<file path="config.mk">
export PLATFORM = sky130hd
export DESIGN_NAME = rat_ctrl
export DESIGN_NICKNAME = d
export VERILOG_FILES = /design/src/hdl/rat_pkg.sv /design/src/hdl/rat_ctrl.sv
export SDC_FILE = /design/constraint.sdc
export NUM_CORES = 1
export LEC_CHECK = 0
export BUFFER_PORTS_ARGS = -buffer_cell sky130_fd_sc_hd__buf_4
export CAP_MARGIN = 20
export CORE_AREA = 2 2 39 41
export CTS_BUF_LIST = sky130_fd_sc_hd__clkbuf_16
export DETAILED_ROUTE_END_ITERATION = 6
export DIE_AREA = 0 0 41 43
export GPL_ROUTABILITY_DRIVEN = 0
export PLACE_DENSITY = 0.4
export SLEW_MARGIN = 25
export SYNTH_ARGS = -nofsm -noshare
export SYNTH_HDL_FRONTEND = slang
export SYNTH_SLANG_ARGS = --single-unit
</file>
<file path="constraint.sdc">
create_clock -name clk_i -period 1.6 [get_ports clk_i]
set_input_delay 0.32 -clock clk_i [delete_from_list [all_inputs] [get_ports clk_i]]
set_output_delay 0.32 -clock clk_i [all_outputs]
set_load 0.1 [all_outputs]
</file>
<file path="src/hdl/rat_pkg.sv">
// ----------------------------------------------------------------------------
// rat_pkg
// Shared types and codes of the region address translator.
// ----------------------------------------------------------------------------
`timescale 1ns / 1ps

package rat_pkg;

  localparam int unsigned LEN_BITS = 32;

  typedef enum logic [1:0] {
    OP_ADD   = 2'd0,
    OP_XLATE = 2'd1,
    OP_RANGE = 2'd2
  } op_e;

  typedef enum logic [2:0] {
    STAT_OK       = 3'd0,
    STAT_OVERLAP  = 3'd1,
    STAT_UNMAPPED = 3'd2,
    STAT_FULL     = 3'd3,
    STAT_SPAN     = 3'd4
  } status_e;

  typedef enum logic [1:0] {
    S_IDLE,
    S_CMP,
    S_SEL,
    S_RES
  } ctrl_state_e;

  // Controller to datapath commands.
  typedef struct packed {
    logic load;  // capture the request payload
    logic cmp;   // register per-entry compare vectors
    logic sel;   // pick entry, update table on add
    logic res;   // load the result register
  } rat_cmd_t;

endpackage

</file>
<file path="src/hdl/rat_ctrl.sv">
// ----------------------------------------------------------------------------
// rat_ctrl
// Sequencer: accept, compare, select, result; owns the result valid flag.
// ----------------------------------------------------------------------------
`timescale 1ns / 1ps

module rat_ctrl (
  input  logic              clk_i,
  input  logic              rst_ni,
  input  logic              req_valid_i,
  output logic              req_ready_o,
  output logic              rsp_valid_o,
  input  logic              rsp_ready_i,
  output rat_pkg::rat_cmd_t cmd_o
);
  import rat_pkg::*;

  ctrl_state_e state_q, state_d;
  logic        rsp_valid_q, rsp_valid_d;

  always_ff @(posedge clk_i or negedge rst_ni) begin
    if (!rst_ni) begin
      state_q     <= S_IDLE;
      rsp_valid_q <= 1'b0;
    end else begin
      state_q     <= state_d;
      rsp_valid_q <= rsp_valid_d;
    end
  end

  always_comb begin
    state_d     = state_q;
    cmd_o       = '0;
    req_ready_o = 1'b0;
    rsp_valid_d = rsp_valid_q && !rsp_ready_i;
    unique case (state_q)
      S_IDLE: begin
        req_ready_o = 1'b1;
        if (req_valid_i) begin
          cmd_o.load = 1'b1;
          state_d    = S_CMP;
        end
      end
      S_CMP: begin
        cmd_o.cmp = 1'b1;
        state_d   = S_SEL;
      end
      S_SEL: begin
        cmd_o.sel = 1'b1;
        state_d   = S_RES;
      end
      S_RES: begin
        // hold until the result register is free or drains this cycle
        if (!rsp_valid_q || rsp_ready_i) begin
          cmd_o.res   = 1'b1;
          rsp_valid_d = 1'b1;
          state_d     = S_IDLE;
        end
      end
      default: state_d = S_IDLE;
    endcase
  end

  assign rsp_valid_o = rsp_valid_q;

endmodule

</file>
## Yosys cells after proc, flatten, opt, wreduce, memory -nomap -nowiden

Index checks and enable logic that the tools add are counted.

- $add $sub $neg: 0
- Multipliers: 0
- Div/mod/pow operators: 0
- Order comparisons: 0
- Eq/ne operators: 5
- Shift operators: 0
- Muxes and demuxes: 12
- Bitwise logic cells: 0
- Reduce and logical (&&, ||, !) cells: 6

Operators by type and width:

| operator | count |
|---|---|
| 2-to-1 mux 1 bit | 9 |
| case mux 2 bit (4 select lines) | 1 |
| == test 2 bit, second input constant | 2 |
| 2-to-1 mux 2 bit | 2 |
| inequality test 2 bit, second input constant | 2 |
| == test 2 x 1 -> 1 bit, second input constant | 1 |
| zero test 1 bit | 2 |
| zero test 2 bit | 1 |
| AND reduction 2 bit | 1 |
| logical AND 1 bit | 1 |
| logical OR 1 bit | 1 |

- Bits in registers: 3
- Bits in latches: 0
- RAM bits: 0
- Bits in read-only memories: 0
- Input bits: 4
- Output and inout bits: 6
- Logic and storage cells: 25
- Memories: 0

## Depth between registers and ports, before layout

Gate-level depths: netlist (run 1).

- Depth after elaboration: 4
- Gate-level depth with buffers: 4
- Depth with buffers taken out: 4

## Least setup slack after synthesis (run 1)

No wires, ideal clock.

- Path type: register to output
- Start point: register state_q[0]
- End point: output cmd_o[3] in the netlist's numbering
- Arrival time: 2.187 ns
- Required time: 1.280 ns
- Slack: -0.907 ns
- Stages on the path, launching flop included: 4
- Buffers on the path: 0
- Cell sequence: dfrtp_1 > inv_1 > ha_1 > and2_1

RTL lines:

| what | line | source |
|---|---|---|
| start: declaration | rat_ctrl.sv:18 | `ctrl_state_e state_q, state_d;` |
| start signal: assignment | rat_ctrl.sv:26 | `state_q <= state_d;` |
| end: declaration | rat_ctrl.sv:14 | `output rat_pkg::rat_cmd_t cmd_o` |

==> reports/results.ini, run 1 <==
[floorplan]
die_w_um = 41
die_h_um = 43
start_util = 0.148
io_pins = 10
dieArea_sq_mm = 0.00176
core-area_sq_mm = 0.00138
rows = 14

[flow_run]
cap_viol_max_count = 0

[sta]
hold_violations = 0
fin_crit_sh = 0.957
finClkSkew_ns = 0.00206
fin_crit_ns = 1.53
worst_pin_slew_ns = 0.279
tns_ns = 0
slew_violations = 0
grt_setup_unrepaired = false
maxSlewHeadroom = 0.816
clock.fmax_ghz = 0.653
finalSetupViolations = 0

[global_route]
grt_pass1_wl_um = 676
grt_pass1_vias = 179
grt_max_degree = 5
grt_overflow = 0
grtUsageTotal = 0.0634
antenna_found_initial = 0

[clock_tree]
clkSinkCount = 3
post_cts.repair.setup_buffers = 0
cts_tree = built
h-tree-depth = 1
root_buffer = clkbuf_16
clkTransAtPathRegs_ns = 0.03
cts_buffers = 3
cts_buffer_depth = 2
clock_latency_ns = 0.22

[final_layout]
nets = 41
stdcell_count = 48
diodes = 0
layout-drive-gt1-share = 0.688
layout_commonest_cell = buf_4
area_growth_pct = 104
final_cell_mix = 7 x buf_4, 3 x clkbuf_16

[synthesis]
synth-seq-area-share = 0.366
yosys_warnings = 0
postSynthAreaPerCell_sq_um = 11.4
synth_cell_types = 9
syn_nets = 26
synth_area_sq_um = 205
ys_ff_latch = 3
netlist_instances = 18

[hold_path]
hp-class = in -> reg
holdPathStages = 3

[route]
viasPerCell = 3.63
postRouteAntennaNets = 0
drc = 0
avgRoutedWirePerCell_um = 8.65
first_iter_violations = 0
via_count = 174
first_pass_iters = 1
drt_wl_total_um = 415

[setup_path]
r2r_cells = 4
endpoint_kind = primary output
crit_path_start_kind = register
path_max_fanout = 4
path_class = reg -> out
required_ns = 1.28
arrival_ns = 1.21

[placement]
dp_cells = 43
io_buffers = 9
dp.final_hpwl_um = 340

[status]
status = finished, final reports clean

what timing repair did:
action,4_1_cts,5_1_grt
hold endpoints to repair,3,0
cloned,0,0
setup endpoints to repair,1,2
resized for setup,2,4
hold buffers,1,0
flip-flops by register name, indices dropped and copies added, names as in the netlist:
name / cells
rsp_valid_o: 1
state_q: 2
routing by layer:
layer / up-vias / routed length [um] / GRT usage
li1: 86 / - / -
met1: 79 / 178 / 0.0680
met2: 9 / 173 / 0.0750
met3: 0 / 63 / 0.0628
met4: 0 / 0 / 0.0400
met5: - / 0 / 0
cells in the mapped netlist:
cell      number  area [sq um]
ha_1           4          50.1
dfrtp_1        3          75.1
inv_1          3          11.3
and2_1         2          12.5
nand2b_1       2          12.5
a21oi_2        1          8.76
and3b_1        1          8.76
mux2_4         1          15.0
o32a_2         1          11.3
path summary, 6_finish.rpt:
kind / start / slack, ns / end
min: rsp_ready_i / 0.38 / rsp_valid_o
max: state_q[0] / 0.07 / cmd_o[0]
max in group asynchronous: rst_ni / 1.07 / rsp_valid_o
min in group asynchronous: rst_ni / 0.42 / rsp_valid_o
max reg2reg: state_q[0] / 0.17 / state_q[1]
min reg2reg: rsp_valid_o / 0.53 / rsp_valid_o
through the flow:
step                      cell area [sq um]   util  setup slack, ns  hold WS [ns]
final                                   418  0.302           0.0693         0.379
after global routing                    418  0.302           0.0224         0.396
after CTS                               409  0.296           0.0169         0.384
after detailed placement                313  0.226            0.175         0.111
after global placement                  313  0.226            0.194         0.110
after floorplan                         225      -         -0.00469        0.0244
critical path, cell delays in order (launching register included):
cell     delay (ns)
dfrtp_1        0.41
ha_1           0.23
and2_2         0.18
buf_6          0.18
layout make-up:
cell class                      count  area [sq um]
Tap cell                           16          20.0
Fill cell                         141           966
Clock inverter                      1          3.75
Sequential cell                     3          76.3
Inverter                            3          11.3
Multi-Input combinational cell     12           138
Timing Repair Buffer               10          93.8
Clock buffer                        3          75.1
kinds of logic after synthesis:
logic type               Yosys count  share of synthesized area
multiplexers                       1                     0.0731
AND/OR/NAND/NOR                    5                      0.165
AO/OA/AOI/OAI                      2                     0.0976
adder cells (fa/ha/maj)            4                      0.244
buffers and inverters              3                     0.0549
flip-flops                         3                      0.366
Power of run 1 is not shown: default switching activity piles up to over one toggle a cycle in this logic, so the estimate is an artifact.
==> run 2, diff against run 1 <==
--- a/config.mk
+++ b/config.mk
@@ -5,7 +5,7 @@
 export SDC_FILE = /design/constraint.sdc
 export NUM_CORES = 1
 export LEC_CHECK = 0
-export BUFFER_PORTS_ARGS = -buffer_cell sky130_fd_sc_hd__buf_4
+export BUFFER_PORTS_ARGS = -buffer_cell sky130_fd_sc_hd__buf_2
 export CAP_MARGIN = 20
 export CORE_AREA = 2 2 39 41
 export CTS_BUF_LIST = sky130_fd_sc_hd__clkbuf_16
==> run 2 against run 1 <==
  * Design area up 11%
  * First-iteration DRC count grew 2
  * Via count is 6.9% higher
  * Core utilization increased by 3.3 points
  * Critical path depth up 1
  * Global-route usage rose by 1.3 points
  * Count of clock-buffer cells in the layout stayed put
  * Critical endpoint is now cmd_o[3]
==> reports/results.ini, run 2 (synthesis results as in run 1) <==
[status]
status = finished, final reports clean  ; unchanged

[floorplan]
dieArea_sq_mm = 0.00176  ; unchanged
rows = 14  ; unchanged
start_util = 0.148  ; unchanged
io_pins = 10  ; unchanged
die_w_um = 41  ; unchanged
core-area_sq_mm = 0.00138  ; unchanged
die_h_um = 43  ; unchanged

[sta]
maxSlewHeadroom = 0.681  ; was 0.816
worst_pin_slew_ns = 0.482  ; was 0.279 ns
hold_violations = 0  ; unchanged
grt_setup_unrepaired = false  ; unchanged
finalSetupViolations = 0  ; unchanged
clock.fmax_ghz = 0.647  ; was 0.653 GHz
fin_crit_ns = 1.54  ; was 1.53 ns
fin_crit_sh = 0.966  ; was 0.957
hold_ws_ns = 0.390  ; was 0.379 ns
finClkSkew_ns = 0.00135  ; was 0.00206 ns
slew_violations = 0  ; unchanged

[clock_tree]
clkTransAtPathRegs_ns = 0.03  ; about the same
h-tree-depth = 1  ; unchanged
clkSinkCount = 3  ; unchanged
cts_tree = built  ; unchanged
cts_buffers = 3  ; unchanged
clock_latency_ns = 0.22  ; about the same
root_buffer = clkbuf_16  ; unchanged
cts_buffer_depth = 2  ; unchanged

[final_layout]
stdcell_count = 49  ; was 48
regMostFlops = state_q  ; unchanged
layout_commonest_cell = buf_12  ; was buf_4
area_growth_pct = 126  ; was 104%
final_cell_mix = 5 x buf_12, 4 x buf_2, 3 x clkbuf_16  ; was 7 x buf_4, 3 x clkbuf_16
utilization = 0.335  ; was 0.302
nets = 42  ; was 41
largest_register_ff_count = 2  ; unchanged
diodes = 0  ; unchanged
layout-drive-gt1-share = 0.727  ; was 0.688

[placement]
io_buffers = 9  ; unchanged
dp.final_hpwl_um = 349  ; was 340 um
dp_cells = 43  ; unchanged

[global_route]
grtUsageTotal = 0.0764  ; was 0.0634
grt_pass1_vias = 208  ; was 179
grt_max_degree = 5  ; unchanged
grt_overflow = 0  ; unchanged
antenna_found_initial = 0  ; unchanged
grt_pass1_wl_um = 772  ; was 676 um

[route]
drc = 0  ; unchanged
postRouteAntennaNets = 0  ; unchanged
first_iter_violations = 2  ; was 0
drt_wl_total_um = 456  ; was 415 um
viasPerCell = 3.80  ; was 3.63
via_count = 186  ; was 174
first_pass_iters = 3  ; was 1
avgRoutedWirePerCell_um = 9.31  ; was 8.65 um

[setup_path]
ff2ff_setup_slack_ns = 0.19  ; was 0.17 ns
endpoint_kind = primary output  ; unchanged
arrival_ns = 1.22  ; was 1.21 ns
path_class = reg -> out  ; unchanged
r2r_cells = 4  ; unchanged
crit_path_start_kind = register  ; unchanged
required_ns = 1.28  ; about the same
path_max_fanout = 4  ; unchanged

[hold_path]
holdPathStages = 3  ; unchanged
hp-class = in -> reg  ; unchanged

[flow_run]
cap_viol_max_count = 0  ; unchanged

==> run 2: changes by cell type in the layout (fill, tap and decap cells not counted) <==
| cell | previous run | this run |
|---|---|---|
| buf_6 | 1 | 0 |
| dfrtp_2 | 1 | 2 |
| buf_12 | 1 | 5 |
| buf_4 | 7 | 1 |
| dfrtp_1 | 2 | 1 |
| buf_2 | 0 | 4 |
==> run 2: final cells by class <==
| type | count | area, sq um |
|---|---|---|
| Clock buffer | 3 | 75.1 |
| Clock inverter | 1 | 3.75 |
| Fill cell | 145 | 921 |
| Inverter | 3 | 11.3 |
| Multi-Input combinational cell | 12 | 138 |
| Sequential cell | 3 | 77.6 |
| Tap cell | 16 | 20.0 |
| Timing Repair Buffer | 11 | 138 |
==> run 2: final timing paths <==
check | start | endpoint
max | state_q[0] | cmd_o[3]
min | rsp_ready_i | rsp_valid_o
max reg2reg | state_q[0] | state_q[1]
min reg2reg | rsp_valid_o | rsp_valid_o
max in group asynchronous | rst_ni | state_q[0]
min in group asynchronous | rst_ni | rsp_valid_o
==> run 2: what timing repair did <==
item                                    CTS  global route
endpoints found under the setup margin    0             1
buffers inserted                          0             1
hold endpoints to repair                  3             0
gates resized for setup                   0             3
hold buffers                              1             0
==> run 2: metrics by stage <==
stage	setup WS (ns)	area (sq um)	setup TNS [ns]
final	0.0551	463	0
after global routing	0.00968	463	0
after CTS	0.00628	454	0
after detailed placement	0.191	365	0
after global placement	0.199	365	0
after floorplan	-0.00469	225	-0.00469
==> run 2: metal layers <==
| metal | track usage | share of wire | vias up |
|---|---|---|---|
| met5 | 0 | 0 | - |
| met4 | 0.0800 | 0.035 | 0 |
| met3 | 0.0628 | 0.12 | 2 |
| met2 | 0.103 | 0.46 | 11 |
| met1 | 0.0613 | 0.39 | 86 |
| li1 | - | - | 87 |
==> run 2: critical path, stage by stage, from the launching register on <==
cell     delay [ns]
dfrtp_2        0.42
inv_2          0.09
ha_4           0.17
and2_4         0.15
buf_12         0.16
Power of run 2 is left out for the same reason.
==> run 3, diff against run 2 <==
--- a/config.mk
+++ b/config.mk
@@ -5,6 +5,7 @@
 export SDC_FILE = /design/constraint.sdc
 export NUM_CORES = 1
 export LEC_CHECK = 0
+export ABC_AREA = 1
 export BUFFER_PORTS_ARGS = -buffer_cell sky130_fd_sc_hd__buf_2
 export CAP_MARGIN = 20
 export CORE_AREA = 2 2 39 41
@@ -12,7 +13,7 @@
 export DETAILED_ROUTE_END_ITERATION = 6
 export DIE_AREA = 0 0 41 43
 export GPL_ROUTABILITY_DRIVEN = 0
-export PLACE_DENSITY = 0.4
+export PLACE_DENSITY = 0.42
 export SLEW_MARGIN = 25
 export SYNTH_ARGS = -nofsm -noshare
 export SYNTH_HDL_FRONTEND = slang
==> run 3 against run 2 <==
  * Count of clock-buffer cells in the layout unchanged
  * Sequential cell count unchanged
  * Synthesized cell count increased by 61%
  * Area after synthesis increased by 8.5%
  * Critical endpoint is now cmd_o[0]
  * Highest routed layer is now met3
==> reports/results.ini, run 3 <==
[sta]
finClkSkew_ns = 0.000425  ; was 0.00135 ns
fin_crit_ns = 1.54  ; about the same
finalSetupViolations = 0  ; unchanged
setup_ws_ns = 0.0572  ; was 0.0551 ns
clock.fmax_ghz = 0.648  ; was 0.647 GHz
grt_setup_unrepaired = false  ; unchanged
maxSlewHeadroom = 0.680  ; was 0.681
tns_ns = 0  ; unchanged
hold_violations = 0  ; unchanged
slew_violations = 0  ; unchanged
worst_pin_slew_ns = 0.483  ; was 0.482 ns
fin_crit_sh = 0.964  ; was 0.966

[flow_run]
cap_viol_max_count = 0  ; unchanged

[final_layout]
nets = 53  ; was 42
layout-drive-gt1-share = 0.568  ; was 0.727
diodes = 0  ; unchanged
fin_area_sq_um = 495  ; was 463 sq um
layout_commonest_cell = nand2_1  ; was buf_12
area_growth_pct = 122  ; was 126%
final_cell_mix = 7 x nand2_1, 6 x inv_1, 5 x buf_12  ; was 5 x buf_12, 4 x buf_2, 3 x clkbuf_16
stdcell_count = 60  ; was 49
largest_register_ff_count = 2  ; unchanged
regMostFlops = state_q  ; unchanged

[clock_tree]
cts_buffer_depth = 2  ; unchanged
h-tree-depth = 1  ; unchanged
clkTransAtPathRegs_ns = 0.03  ; about the same
cts_buffers = 3  ; unchanged
cts_tree = built  ; unchanged
clkSinkCount = 3  ; unchanged
root_buffer = clkbuf_16  ; unchanged
clock_latency_ns = 0.22  ; about the same

[setup_path]
crit_chain = ha_2, inv_1, a21oi_4, buf_12  ; was inv_2, ha_4, and2_4, buf_12
setup.worst_path.start = state_q[0]  ; unchanged
required_ns = 1.28  ; about the same
r2r_start = state_q[1]  ; was state_q[0]
arrival_ns = 1.22  ; about the same
crit_path_start_kind = register  ; unchanged
ff2ff_setup_slack_ns = 0.51  ; was 0.19 ns
path_class = reg -> out  ; unchanged
endpoint_kind = primary output  ; unchanged
cp_slowest_cell = dfrtp_1  ; was dfrtp_2
path_max_fanout = 4  ; unchanged
slowest_delay_ns = 0.40  ; was 0.42 ns

[global_route]
grt_overflow = 0  ; unchanged
grt_pass1_wl_um = 662  ; was 772 um
grt_pass1_vias = 184  ; was 208
antenna_found_initial = 0  ; unchanged
grtUsageTotal = 0.0613  ; was 0.0764
grt_max_degree = 5  ; unchanged

[synthesis]
synth_cell_types = 8  ; was 9
syn_nets = 37  ; was 26
ys_ff_latch = 3  ; unchanged
netlist_instances = 29  ; was 18
postSynthAreaPerCell_sq_um = 7.68  ; was 11.4 sq um
yosysTopAreaCellShare = 0.337  ; was 0.366
synth-edff-count = 0  ; unchanged
synth_flop_cell = dfrtp_1  ; unchanged
synth_top_area_cell = dfrtp_1  ; unchanged
synthTopCellsByCount = 8 x inv_1, 8 x nand2_1, 4 x ha_1  ; was 4 x ha_1, 3 x dfrtp_1, 3 x inv_1
synth-seq-area-share = 0.337  ; was 0.366
async_flop_share = 1.00  ; unchanged
synth_area_sq_um = 223  ; was 205 sq um
yosys_warnings = 0  ; unchanged
synth_area_leaders = dfrtp_1 34%, ha_1 22%, inv_1 13%  ; was dfrtp_1 37%, ha_1 24%, mux2_4 7.3%

[placement]
placed_area_sq_um = 397  ; was 365 sq um
dp_cells = 54  ; was 43
dp.final_hpwl_um = 348  ; was 349 um
dp_worst_setup_slack_ns = 0.270  ; was 0.191 ns
io_buffers = 9  ; unchanged

[route]
via_count = 204  ; was 186
drc = 0  ; unchanged
first_iter_violations = 1  ; was 2
drt_wl_total_um = 442  ; was 456 um
avgRoutedWirePerCell_um = 7.37  ; was 9.31 um
first_pass_iters = 3  ; unchanged
viasPerCell = 3.40  ; was 3.80
postRouteAntennaNets = 0  ; unchanged

[hold_path]
hp-start = rsp_ready_i  ; unchanged
hp-class = in -> reg  ; unchanged

[status]
status = finished, final reports clean  ; unchanged

[floorplan]
dieArea_sq_mm = 0.00176  ; unchanged
io_pins = 10  ; unchanged
rows = 14  ; unchanged
start_util = 0.161  ; was 0.148
core-area_sq_mm = 0.00138  ; unchanged
die_h_um = 43  ; unchanged
die_w_um = 41  ; unchanged

[run 3: changes by cell type after synthesis]
cell | before | now
nand2b_1 | 2 | 0
a21oi_1 | 0 | 1
inv_1 | 3 | 8
and3b_1 | 1 | 0
nand3_1 | 0 | 2
nand2_2 | 0 | 2
and2_1 | 2 | 0
nand3_2 | 0 | 1
o32a_2 | 1 | 0
nand2_1 | 0 | 8
a21oi_2 | 1 | 0
mux2_4 | 1 | 0
[run 3: layout make-up]
cell class,count,area (sq um)
Timing Repair Buffer,11,138
Sequential cell,3,76.3
Clock buffer,3,75.1
Inverter,8,33.8
Multi-Input combinational cell,18,149
Fill cell,149,888
Tap cell,16,20.0
Clock inverter,1,3.75
[run 3: logic make-up after synthesis]
| family | share of synthesized area |
|---|---|
| compound gates | 0.0225 |
| fa+ha+maj | 0.225 |
| simple gates | 0.281 |
| flops | 0.337 |
| buf+inv | 0.135 |
[run 3: critical path: cells and delay by family (launching register included)]
family                   cells  cell delay (ns)
flip-flops                   1             0.40
buffers and inverters        2             0.26
AO/OA/AOI/OAI                1             0.13
adder cells (fa/ha/maj)      1             0.21
[run 3: final timing paths]
kind | to | cells after the start
worst min register to register | rsp_valid_o | 2
worst min-delay path | rsp_valid_o | 4
worst max-delay path | cmd_o[0] | 4
min in group asynchronous | state_q[1] | 2
worst max register to register | state_q[0] | 6
max in group asynchronous | rsp_valid_o | 2
[run 3: metal layers]
layer / track usage / vias to the layer above / routed length, um
met3: 0.0157 / 0 / 16
met1: 0.0645 / 86 / 192
li1: - / 114 / -
met5: 0 / - / 0
met2: 0.0813 / 4 / 233
met4: 0.0800 / 0 / 0
[run 3: timing repair]
item,4_1_cts,5_1_grt
hold buffers,1,0
hold endpoints to repair,3,0
setup endpoints to repair,0,1
setup buffers,0,1
gates resized for setup,0,1
[run 3: metrics by stage]
stage           util  hold WS (ns)
4_1_cts        0.351         0.406
5_1_grt        0.358         0.429
2_1_floorplan      -        0.0244
6_report       0.358         0.405
3_3_place_gp   0.287         0.119
3_5_place_dp   0.287         0.118
Power of run 3 is left out for the same reason.
